## config.mk

```make
export PLATFORM = sky130hd
export DESIGN_NAME = scmr_seq
export DESIGN_NICKNAME = d
export VERILOG_FILES = /design/src/sv/scmr_pkg.sv /design/src/sv/scmr_seq.sv
export SDC_FILE = /design/constraint.sdc
export NUM_CORES = 1
export LEC_CHECK = 0
export ABC_AREA = 1
export BUFFER_PORTS_ARGS = -buffer_cell sky130_fd_sc_hd__buf_2
export CORE_ASPECT_RATIO = 0.6
export CORE_MARGIN = 3
export CORE_UTILIZATION = 45
export CTS_CLUSTER_DIAMETER = 50
export DETAILED_ROUTE_END_ITERATION = 12
export GPL_TIMING_DRIVEN = 0
export PLACE_DENSITY = 0.65
export RECOVER_POWER = 25
export SLEW_MARGIN = 15
export SYNTH_ARGS = -nofsm -noshare
export SYNTH_HDL_FRONTEND = slang
export SYNTH_SLANG_ARGS = --single-unit
```

## constraint.sdc

```tcl
create_clock -name aclk -period 5 [get_ports aclk]
set_input_delay 1.5 -clock aclk [delete_from_list [all_inputs] [get_ports aclk]]
set_output_delay 1.5 -clock aclk [all_outputs]
set_load 0.03 [all_outputs]
```

## src/sv/scmr_pkg.sv

```systemverilog
// ----------------------------------------------------------------------------
// scmr_pkg
// Shared constants and helpers of the strided column maximum reduction.
// ----------------------------------------------------------------------------
package scmr_pkg;

    localparam int MAX_COLUMNS = 1024;
    localparam int COL_W       = $clog2(MAX_COLUMNS);

    localparam logic [1:0] REG_COLUMN_COUNT = 2'd0;
    localparam logic [1:0] REG_SAMPLE_COUNT = 2'd1;
    localparam logic [1:0] REG_GROUP_COUNT  = 2'd2;

    localparam logic [63:0] NEG_INF_BITS = 64'hFFF0_0000_0000_0000;

    // Result of x > m for IEEE doubles; false when either is NaN.
    function automatic logic fp_gt(input logic [63:0] x, input logic [63:0] m);
        logic x_nan;
        logic m_nan;
        logic x_zero;
        logic m_zero;
        logic gt;
        x_nan  = (x[62:52] == 11'h7FF) && (x[51:0] != 52'd0);
        m_nan  = (m[62:52] == 11'h7FF) && (m[51:0] != 52'd0);
        x_zero = (x[62:0] == 63'd0);
        m_zero = (m[62:0] == 63'd0);
        if (x[63] != m[63]) begin
            gt = !x[63] && !(x_zero && m_zero);
        end else if (!x[63]) begin
            gt = x[62:0] > m[62:0];
        end else begin
            gt = x[62:0] < m[62:0];
        end
        return gt && !x_nan && !m_nan;
    endfunction

endpackage

```

## src/sv/scmr_seq.sv

```systemverilog
// ----------------------------------------------------------------------------
// scmr_seq
// Configuration registers and column, sample and group counters.
// ----------------------------------------------------------------------------
module scmr_seq (
    input  logic                      aclk,
    input  logic                      aresetn,
    input  logic                      cfg_valid,
    input  logic [1:0]                cfg_index,
    input  logic [15:0]               cfg_data,
    input  logic                      advance,
    output logic [scmr_pkg::COL_W-1:0] col,
    output logic                      first_row,
    output logic                      last_row,
    output logic                      last_col,
    output logic                      last_grp,
    output logic                      pass_thru
);
    import scmr_pkg::*;

    logic [10:0] cols_reg;
    logic [15:0] samps_reg, groups_reg;
    logic [COL_W-1:0] col_reg;
    logic [15:0] row_reg, grp_reg;
    logic [10:0] cols_eff;
    logic [15:0] samps_eff, groups_eff;
    logic cfg_hit;

    // Clamp geometry to its meaningful range.
    always_comb begin
        cols_eff = (cols_reg == 11'd0) ? 11'd1 : cols_reg;
        if (cols_eff > 11'(MAX_COLUMNS)) cols_eff = 11'(MAX_COLUMNS);
        samps_eff  = (samps_reg == 16'd0) ? 16'd1 : samps_reg;
        groups_eff = (groups_reg == 16'd0) ? 16'd1 : groups_reg;
        cfg_hit    = cfg_valid && (cfg_index == REG_COLUMN_COUNT ||
                     cfg_index == REG_SAMPLE_COUNT || cfg_index == REG_GROUP_COUNT);
    end

    assign col       = col_reg;
    assign first_row = (row_reg == 16'd0);
    assign last_col  = ({1'b0, col_reg} + 11'd1 == cols_eff);
    assign last_row  = (row_reg + 16'd1 == samps_eff);
    assign last_grp  = (grp_reg + 16'd1 == groups_eff);
    assign pass_thru = (samps_eff == 16'd1);

    // Advance counters per transaction; restart on register write.
    always_ff @(posedge aclk) begin
        if (!aresetn) begin
            cols_reg <= 11'd1; samps_reg <= 16'd1; groups_reg <= 16'd1;
            col_reg <= '0; row_reg <= '0; grp_reg <= '0;
        end else if (cfg_hit) begin
            case (cfg_index)
                REG_COLUMN_COUNT: cols_reg   <= cfg_data[10:0];
                REG_SAMPLE_COUNT: samps_reg  <= cfg_data;
                REG_GROUP_COUNT:  groups_reg <= cfg_data;
                default: ;
            endcase
            col_reg <= '0; row_reg <= '0; grp_reg <= '0;
        end else if (advance) begin
            if (!last_col) begin
                col_reg <= col_reg + 1'b1;
            end else begin
                col_reg <= '0;
                if (!last_row) begin
                    row_reg <= row_reg + 16'd1;
                end else begin
                    row_reg <= '0;
                    grp_reg <= last_grp ? 16'd0 : grp_reg + 16'd1;
                end
            end
        end
    end
endmodule

```

==> run summary, run 1 <==
DR vias - 5,625
Syn Inst Count - 883
Setup violations, final - 0
Count leader, synth - nand2_1
Finished Cell Area - 5990 sq um
Crit path DAT - 3.26 ns
Initial antenna violation count - 0
Die Ht - 90.2 microns
Diodes inserted - 0
IO Port Bufs - 36
Clock tree buffer depth - 2
Hold slack - 0.502 ns
Core ar. - 11,400 sq um
Cell taking the most area after synthesis - dfxtp_1
FF-to-FF path depth - 14
Asr flop ratio synth - 0%
Antenna Nets Post-Route - 0
Number of synthesized register bits - 85
Htree depth - 3
PostCTS Resize Cnt - 0
Gp weighted congestion - 0.919
Hold Path Depth - 2
Area of the mapped netlist - 5310 sq um
Remaining global-route overflow - 0
Hold WC Path Type - register to register
CTS Hold Bufs - 0
WL final - 15.9 mm
Root Buffer - clkbuf_16
Ys flop type - dfxtp_1
CP Launch Type - register
Top cell types by occurrence after synthesis - nand2_1 (280), nor2_1 (142), inv_1 (90)
Slew headroom - 62.1%
RSZ-0062 raised after global routing - no
Worst-path fanout max - 10
Max VDD drop - 168 uV
WL/cell - 14.5 microns
Leakage - 2.69 nW
CTS tree - built
DP HPWL - 12.6 mm
Fill cell count - 1,205
GRT Overall Usage - 24.4%
Clock sink total - 85
Clk Latency, worst-skew pair - 0.35 ns
Largest cells by area after synthesis - dfxtp_1 (32%), nand2_1 (20%), nor2_1 (10%), nand3_1 (8.3%), inv_1 (6.4%)
Horiz. Die Dim - 146 microns
Net count after synthesis - 909
Largest net degree at the start of global routing - 18
DRT iter0 DRCs - 560
Post CTS Setup Buffer Count - 0
Mean Syn Cell Area - 6.02 sq um
Placed cell areas - 5690 sq um
Final core utilization - 52.5%
Yosys warning total - 0
Final Hold Vio Count - 0
Wire length of the first global-routing pass - 25.8 mm
Clk_skew - 0.00983 ns
Drt first pass iters - 5
Register area share after synthesis - 32.0%
Crit path capture type - output port
Final Max Tran Viols - 0
Final #Nets - 956
R2R setup slack - 1.97 ns
Peak Freq - 210 MHz
PwrDens - 288 nW/um^2
Via density per instance - 5.14
Placement Rows - 30
Initial Util - 46.5%
Worst-Margin Slew - 0.564 ns
Area share of the largest cell type after synthesis - 32.0%
Vias in the first global route - 4,890
# DRC - 0
Number of flops mapped to enable cells by yosys - 0
Worst setup path class - register to output port
I/O pins - 37
Setup TNS - 0 ns
Library cells used by synthesis - 34
CP required - 3.50 ns
Min cycle time layout - 4.76 ns
Fin crit share - 95.3%
Max_cap viols - 0
Outcome - finished, final reports clean
Area growth, synth to finish - 12.7%
Share of layout cells above drive strength 1 - 8.56%
DIE AREA - 13,200 sq um
Clk slew on worst S/H paths - 0.07 ns
TritonCTS Buffers - 9
-- through the flow --
stage                     cells  worst slack, ns  total power [mW]
after floorplan             883             1.59             0.927
after global placement     1079            0.800              1.01
after detailed placement   1079            0.779              1.01
after CTS                  1095            0.360              1.73
after global routing       1095           0.0863              1.79
final                      1095            0.237              1.72
-- where the power goes --
group	internal [mW]	switching [mW]	total (mW)
registers	0.699	0.0230	0.722
clock network	0.401	0.319	0.720
logic	0.0876	0.192	0.279
total	1.19	0.534	1.72
-- cell type report --
class / count / area [sq um] / share of cell area, %
clock inverters: 7 / 87.6 / 1.46
inverters: 96 / 360 / 6.02
plain buffers: 24 / 131 / 2.19
well taps: 160 / 200 / 3.34
multi-input cells: 678 / 3110 / 52.0
repair buffers: 36 / 168 / 2.80
clock buffers: 9 / 225 / 3.76
flip-flops and latches: 85 / 1700 / 28.4
-- critical path, cell delays in order (launching register included) --
cell and delay, ns:
dfxtp_1 0.42, ha_1 0.32, nand2_1 0.08, nor2_1 0.26
nand3_1 0.12, nand2_1 0.23, xor2_1 0.18, nand3_1 0.15
nor2_1 0.15, nand3_1 0.28, inv_2 0.18, buf_2 0.29
buf_2 0.25
-- routing by layer --
metal | vias to the layer above | part of all wire, % | GRT usage [%]
li1 | 2907 | - | -
met1 | 2482 | 55 | 40.7
met2 | 222 | 34 | 29.0
met3 | 14 | 11 | 7.51
met4 | 0 | 0.82 | 4.93
met5 | - | 0 | 0
-- final timing paths --
check,to,from
max,last_grp,grp_reg[0]$_SDFFE_PP0P_
min,row_reg[14]$_SDFFE_PP0P_,row_reg[14]$_SDFFE_PP0P_
max reg2reg,grp_reg[4]$_SDFFE_PP0P_,grp_reg[0]$_SDFFE_PP0P_
min reg2reg,row_reg[14]$_SDFFE_PP0P_,row_reg[14]$_SDFFE_PP0P_
-- placed cells by master (no fill, tap or decap), types with 3 or more instances in the layout --
cell type	instances
ha_1	4
nand3_1	88
inv_1	90
o21ai_1	3
inv_6	3
nor2_2	7
nand2_2	3
xnor2_1	3
nand4_1	15
inv_2	5
and2_1	4
buf_2	32
o211ai_1	3
nand3b_1	4
o21ai_0	48
nor3_1	4
buf_6	4
nand2_1	280
clkbuf_16	9
xor2_1	7
a21oi_1	47
clkbuf_1	23
nor2_1	142
dfxtp_1	85
nor2_4	4
-- kinds of logic (layout without fill, tap and decap cells) --
| kind of cell | after synthesis | count (layout) | share of synthesized area, % |
|---|---|---|---|
| adder cells (fa/ha/maj) | 4 | 4 | 0.942 |
| flip-flops | 85 | 85 | 32.0 |
| AO/OA/AOI/OAI | 102 | 102 | 9.82 |
| buffers and inverters | 120 | 172 | 9.26 |
| AND/OR/NAND/NOR | 560 | 560 | 45.4 |
| XOR/XNOR | 12 | 12 | 2.50 |
Note: power is estimated with default switching activity, not from simulation.
==> run 2, diff against run 1 <==
--- a/config.mk
+++ b/config.mk
@@ -5,15 +5,14 @@
 export SDC_FILE = /design/constraint.sdc
 export NUM_CORES = 1
 export LEC_CHECK = 0
-export ABC_AREA = 1
 export BUFFER_PORTS_ARGS = -buffer_cell sky130_fd_sc_hd__buf_2
 export CORE_ASPECT_RATIO = 0.6
-export CORE_MARGIN = 3
-export CORE_UTILIZATION = 45
+export CORE_MARGIN = 8
+export CORE_UTILIZATION = 56
 export CTS_CLUSTER_DIAMETER = 50
 export DETAILED_ROUTE_END_ITERATION = 12
 export GPL_TIMING_DRIVEN = 0
-export PLACE_DENSITY = 0.65
+export PLACE_DENSITY = 0.78
 export RECOVER_POWER = 25
 export SLEW_MARGIN = 15
 export SYNTH_ARGS = -nofsm -noshare
==> run summary, run 2 <==
Syn Inst Count - 654 (was 883)
Top cell types by occurrence after synthesis - nand2_1 (106), dfxtp_1 (85), a21oi_1 (55) (was nand2_1 (280), nor2_1 (142), inv_1 (90))
Gp weighted congestion - 0.921 (was 0.919)
Area of the mapped netlist - 5120 sq um (was 5310 sq um)
I/O pins - 37 (unchanged)
Cell taking the most area after synthesis - dfxtp_1 (unchanged)
Horiz. Die Dim - 139 microns (was 146 microns)
Clk slew on worst S/H paths - 0.07 ns (about the same)
WL final - 14.9 mm (was 15.9 mm)
CTS tree - built (unchanged)
Die Ht - 90.0 microns (was 90.2 microns)
DRT iter0 DRCs - 548 (was 560)
Vias in the first global route - 4,795 (was 4,890)
Placed cell areas - 5440 sq um (was 5690 sq um)
Asr flop ratio synth - 0% (unchanged)
Area growth, synth to finish - 13.1% (was 12.7%)
Most common cell after layout, fill and taps aside - nand2_1 (unchanged)
Largest net degree at the start of global routing - 17 (was 18)
Max VDD drop - 199 uV (was 168 uV)
WL/cell - 18.2 microns (was 14.5 microns)
Via density per instance - 6.34 (was 5.14)
Core ar. - 9020 sq um (was 11,400 sq um)
NetSw - 0.513 mW (was 0.534 mW)
Mean Syn Cell Area - 7.82 sq um (was 6.02 sq um)
Fin crit share - 97.2% (was 95.3%)
Finished Layout Cells - 820 (was 1,095)
Most frequent cells in the layout - nand2_1 (105), dfxtp_1 (84), a21oi_1 (55), xnor2_1 (46), buf_2 (39) (was nand2_1 (280), nor2_1 (142), inv_1 (90), nand3_1 (88), dfxtp_1 (85))
Ys flop type - dfxtp_1 (unchanged)
Largest cells by area after synthesis - dfxtp_1 (33%), xnor2_1 (7.9%), nand2_1 (7.8%), a21oi_1 (5.4%), a21boi_0 (4.4%) (was dfxtp_1 (32%), nand2_1 (20%), nor2_1 (10%), nand3_1 (8.3%), inv_1 (6.4%))
Placement Rows - 27 (was 30)
Leakage - 1.97 nW (was 2.69 nW)
Root Buffer - clkbuf_16 (unchanged)
CP required - 3.50 ns (about the same)
Crit path capture type - output port (unchanged)
Clk_skew - 0.00888 ns (was 0.00983 ns)
Number of synthesized register bits - 85 (unchanged)
Htree depth - 3 (unchanged)
CP Launch Type - register (unchanged)
Yosys warning total - 0 (unchanged)
Setup violations, final - 0 (unchanged)
Crit path DAT - 3.36 ns (was 3.26 ns)
Finished Cell Area - 5790 sq um (was 5990 sq um)
Initial Util - 56.7% (was 46.5%)
Pint - 1.23 mW (was 1.19 mW)
Number of flops mapped to enable cells by yosys - 0 (unchanged)
# DRC - 0 (unchanged)
Final core utilization - 64.2% (was 52.5%)
Slew headroom - 36.6% (was 62.1%)
Library cells used by synthesis - 55 (was 34)
Peak Freq - 206 MHz (was 210 MHz)
Wire length of the first global-routing pass - 24.2 mm (was 25.8 mm)
DP HPWL - 10.9 mm (was 12.6 mm)
Count leader, synth - nand2_1 (unchanged)
Share of layout cells above drive strength 1 - 11.4% (was 8.56%)
Sw Ratio - 29.4% (was 31.0%)
PwrDens - 302 nW/um^2 (was 288 nW/um^2)
Remaining global-route overflow - 0 (unchanged)
Antenna Nets Post-Route - 0 (unchanged)
Clock sink total - 85 (unchanged)
Area share of the largest cell type after synthesis - 33.3% (was 32.0%)
IO Port Bufs - 35 (was 36)
Worst setup path class - register to output port (unchanged)
Clock tree buffer depth - 2 (unchanged)
GRT Overall Usage - 23.5% (was 24.4%)
Max_cap viols - 0 (unchanged)
RSZ-0062 raised after global routing - no (unchanged)
DIE AREA - 12,600 sq um (was 13,200 sq um)
Final Max Tran Viols - 0 (unchanged)
TritonCTS Buffers - 9 (unchanged)
Worst-Margin Slew - 0.949 ns (was 0.564 ns)
DR vias - 5,201 (was 5,625)
Diodes inserted - 0 (unchanged)
Clk Latency, worst-skew pair - 0.35 ns (about the same)
Setup TNS - 0 ns (unchanged)
Inst Count DP - 805 (was 1,079)
Hold WC Path Type - register to register (unchanged)
Initial antenna violation count - 0 (unchanged)
Min cycle time layout - 4.86 ns (was 4.76 ns)
Drt first pass iters - 5 (unchanged)
Logic pwr share - 16.5% (was 16.2%)
Hold slack - 0.474 ns (was 0.502 ns)
Worst-path fanout max - 10 (unchanged)
Net count after synthesis - 680 (was 909)
Final Hold Vio Count - 0 (unchanged)
Outcome - finished, final reports clean (unchanged)
Clock power frac - 43.0% (was 41.8%)
Final #Nets - 725 (was 956)
Reg power frac - 40.5% (was 42.0%)
Register area share after synthesis - 33.3% (was 32.0%)
-- run 2: metrics by stage --
stage,total power [mW],setup slack (ns)
CTS,1.74,0.0184
detailed placement,0.994,0.222
global route,1.81,0.00456
floorplan,0.909,0.736
finish,1.75,0.140
global placement,0.987,0.290
-- run 2: worst max-delay path: stages (launching register included) --
cell	delay, ns
dfxtp_1	0.45
and3_2	0.31
nand3_2	0.16
or2_2	0.37
xnor2_1	0.16
or4_1	0.51
or4_1	0.39
buf_2	0.19
buf_2	0.21
inv_1	0.06
buf_2	0.18
-- run 2: timing repair --
item	CTS	global route
setup endpoints to repair	3	3
hold buffers	0	0
hold endpoints to repair	0	0
setup buffers	1	0
resized for setup	4	9
pin swaps	1	2
-- run 2: final timing paths --
kind | startpoint | end | slack [ns] | depth (start not counted)
hold reg to reg | groups_reg[0]$_SDFFE_PN1P_ | groups_reg[0]$_SDFFE_PN1P_ | 0.47 | 2
hold / removal | groups_reg[0]$_SDFFE_PN1P_ | groups_reg[0]$_SDFFE_PN1P_ | 0.47 | 2
setup reg to reg | row_reg[0]$_SDFFE_PP0P_ | grp_reg[10]$_SDFFE_PP0P_ | 1.22 | 12
setup / recovery | grp_reg[5]$_SDFFE_PP0P_ | last_grp | 0.14 | 10
-- run 2: layer usage --
metal	routed length (microns)	global-route usage (%)	vias up
li1	-	-	2424
met1	6960	33.4	2496
met2	6320	34.0	257
met3	1420	5.75	24
met4	203	7.27	0
met5	0	0	-
-- run 2: cell families (layout without fill, tap and decap cells) --
kind of cell,after synthesis,after routing,synth area share (%)
adders and majority gates,4,4,0.978
DFF,85,85,33.3
buffers and inverters,56,106,4.40
muxes,11,11,2.15
AOI/OAI and AO/OA,151,151,18.2
xor gates and xnor gates,59,59,10.4
and+or+nand+nor,288,288,30.6
-- run 2: power by group through the flow --
stage	Clock, mW	Sequential [mW]	Combinational, mW
6_report	0.751	0.708	0.288
5_1_grt	0.788	0.709	0.310
4_1_cts	0.756	0.707	0.279
3_5_place_dp	0	0.723	0.272
3_3_place_gp	0	0.722	0.265
2_1_floorplan	0	0.719	0.190
-- run 2: area by class of cell --
| type | instances | area, sq um |
|---|---|---|
| buffer | 42 | 174 |
| clock buffer | 9 | 225 |
| clock inverter | 7 | 106 |
| fill | 783 | 3230 |
| inverter | 12 | 45.0 |
| multi-input combinational | 513 | 3210 |
| sequential | 85 | 1710 |
| tap | 116 | 145 |
| timing repair buffer | 36 | 174 |
==> run 3, diff against run 2 <==
--- a/config.mk
+++ b/config.mk
@@ -6,7 +6,7 @@
 export NUM_CORES = 1
 export LEC_CHECK = 0
 export BUFFER_PORTS_ARGS = -buffer_cell sky130_fd_sc_hd__buf_2
-export CORE_ASPECT_RATIO = 0.6
+export CORE_ASPECT_RATIO = 1.2
 export CORE_MARGIN = 8
 export CORE_UTILIZATION = 56
 export CTS_CLUSTER_DIAMETER = 50
==> run summary, run 3 (synthesis results as in run 2) <==
Outcome - finished, final reports clean (unchanged)
Max VDD drop - 139 uV (was 199 uV)
Setup TNS - 0 ns (unchanged)
Fill cell count - 784 (was 783)
Placement Rows - 38 (was 27)
WL final - 13.5 mm (was 14.9 mm)
DIE AREA - 12,500 sq um (was 12,600 sq um)
PwrDens - 260 nW/um^2 (was 302 nW/um^2)
CTS tree - built (unchanged)
Min cycle time layout - 4.85 ns (was 4.86 ns)
Most common cell after layout, fill and taps aside - nand2_1 (unchanged)
Clock tree buffer depth - 2 (unchanged)
Vias in the first global route - 4,711 (was 4,795)
Htree depth - 3 (unchanged)
Root Buffer - clkbuf_8 (was clkbuf_16)
Place WS - 0.315 ns (was 0.222 ns)
Gp weighted congestion - 0.932 (was 0.921)
# DRC - 0 (unchanged)
WL/cell - 16.4 microns (was 18.2 microns)
Hold slack - 0.473 ns (was 0.474 ns)
TritonCTS Buffers - 9 (unchanged)
CTS Hold Bufs - 0 (unchanged)
Clk_skew - 0.00921 ns (was 0.00888 ns)
RSZ-0062 raised after global routing - no (unchanged)
CP required - 3.50 ns (about the same)
Core ar. - 8990 sq um (was 9020 sq um)
Worst-path fanout max - 10 (unchanged)
Peak Freq - 206 MHz (about the same)
Clk slew on worst S/H paths - 0.09 ns (was 0.07 ns)
IO Port Bufs - 35 (unchanged)
Inst Count DP - 809 (was 805)
Initial Util - 56.9% (was 56.7%)
GRT Overall Usage - 22.6% (was 23.5%)
Fin crit share - 97.0% (was 97.2%)
Clock sink total - 85 (unchanged)
DP HPWL - 10.3 mm (was 10.9 mm)
Setup violations, final - 0 (unchanged)
Via density per instance - 6.01 (was 6.34)
Most frequent cells in the layout - nand2_1 (105), dfxtp_1 (83), a21oi_1 (55), xnor2_1 (46), buf_2 (41) (was nand2_1 (105), dfxtp_1 (84), a21oi_1 (55), xnor2_1 (46), buf_2 (39))
Crit path DAT - 3.35 ns (was 3.36 ns)
Total power - 1.46 mW (was 1.75 mW)
Final Hold Vio Count - 0 (unchanged)
Antenna Nets Post-Route - 0 (unchanged)
Clk Latency, worst-skew pair - 0.36 ns (was 0.35 ns)
Remaining global-route overflow - 0 (unchanged)
CP Launch Type - register (unchanged)
Drt first pass iters - 5 (unchanged)
DRT iter0 DRCs - 305 (was 548)
Crit path capture type - output port (unchanged)
Max_cap viols - 0 (unchanged)
Leakage - 1.91 nW (was 1.97 nW)
Worst-Margin Slew - 0.891 ns (was 0.949 ns)
Slew headroom - 40.4% (was 36.6%)
Final Max Tran Viols - 0 (unchanged)
Share of layout cells above drive strength 1 - 11.1% (was 11.4%)
Hold WC Path Type - register to register (unchanged)
Finished Layout Cells - 823 (was 820)
Largest net degree at the start of global routing - 14 (was 17)
Diodes inserted - 0 (unchanged)
Worst setup path class - register to output port (unchanged)
Horiz. Die Dim - 103 microns (was 139 microns)
Final Worst Setup Slack - 0.152 ns (was 0.140 ns)
Final #Nets - 726 (was 725)
I/O pins - 37 (unchanged)
DR vias - 4,945 (was 5,201)
Area growth, synth to finish - 10.1% (was 13.1%)
Wire length of the first global-routing pass - 22.5 mm (was 24.2 mm)
Initial antenna violation count - 0 (unchanged)
Die Ht - 121 microns (was 90.0 microns)
==> run 3: changes by cell type in the layout (fill, tap and decap cells not counted), sizes merged <==
cell | previous run | this run
buf | 40 | 42
clkinvlp | 0 | 1
clkinv | 3 | 2
bufinv | 2 | 1
inv | 14 | 12
==> run 3: power breakdown <==
part,leakage (nW),switching (mW),internal [mW]
Clock,0.0882,0.251,0.226
Combinational,1.14,0.182,0.0978
Sequential,0.689,0.0158,0.690
==> run 3: worst paths after layout <==
| path | start | to | slack [ns] | cells after the start |
|---|---|---|---|---|
| setup / recovery | grp_reg[0]$_SDFFE_PP0P_ | last_grp | 0.15 | 11 |
| hold / removal | groups_reg[0]$_SDFFE_PN1P_ | groups_reg[0]$_SDFFE_PN1P_ | 0.47 | 2 |
| setup reg to reg | row_reg[0]$_SDFFE_PP0P_ | grp_reg[10]$_SDFFE_PP0P_ | 1.30 | 12 |
| hold reg to reg | groups_reg[0]$_SDFFE_PN1P_ | groups_reg[0]$_SDFFE_PN1P_ | 0.47 | 2 |
==> run 3: what timing repair did <==
item / CTS / global route
pin swaps: 1 / 0
cloned: 0 / 0
buffers inserted: 1 / 0
gates resized for setup: 1 / 10
setup endpoints to repair: 2 / 3
==> run 3: metrics by stage <==
step / area (sq um) / utilization [%]
after floorplan: 5120 / -
after global placement: 5440 / 60.6
after detailed placement: 5440 / 60.6
after CTS: 5630 / 62.7
after global routing: 5630 / 62.7
final: 5630 / 62.7
==> run 3: worst max-delay path, cell delays in order (launching register included) <==
cell and delay [ns]:
dfxtp_2 0.40, ha_1 0.26, and3_2 0.28, nand4_1 0.17
xnor2_1 0.22, o211ai_1 0.10, or4_1 0.53, or4_1 0.39
buf_2 0.19, buf_2 0.20, inv_1 0.06, buf_2 0.18
==> run 3: cell type report <==
class	instances	area, sq um	share of cell area [%]
clock inverters	4	51.3	0.911
flip-flops and latches	85	1700	30.3
well taps	120	150	2.67
inverters	12	45.0	0.800
clock buffers	10	128	2.27
repair buffers	36	176	3.13
plain buffers	43	179	3.18
multi-input cells	513	3200	56.8
==> run 3: layer usage <==
metal	global-route usage [%]	wire, microns
met1	26.4	5540
met2	38.7	6860
met4	13.1	486
met3	2.24	622
met5	0	0
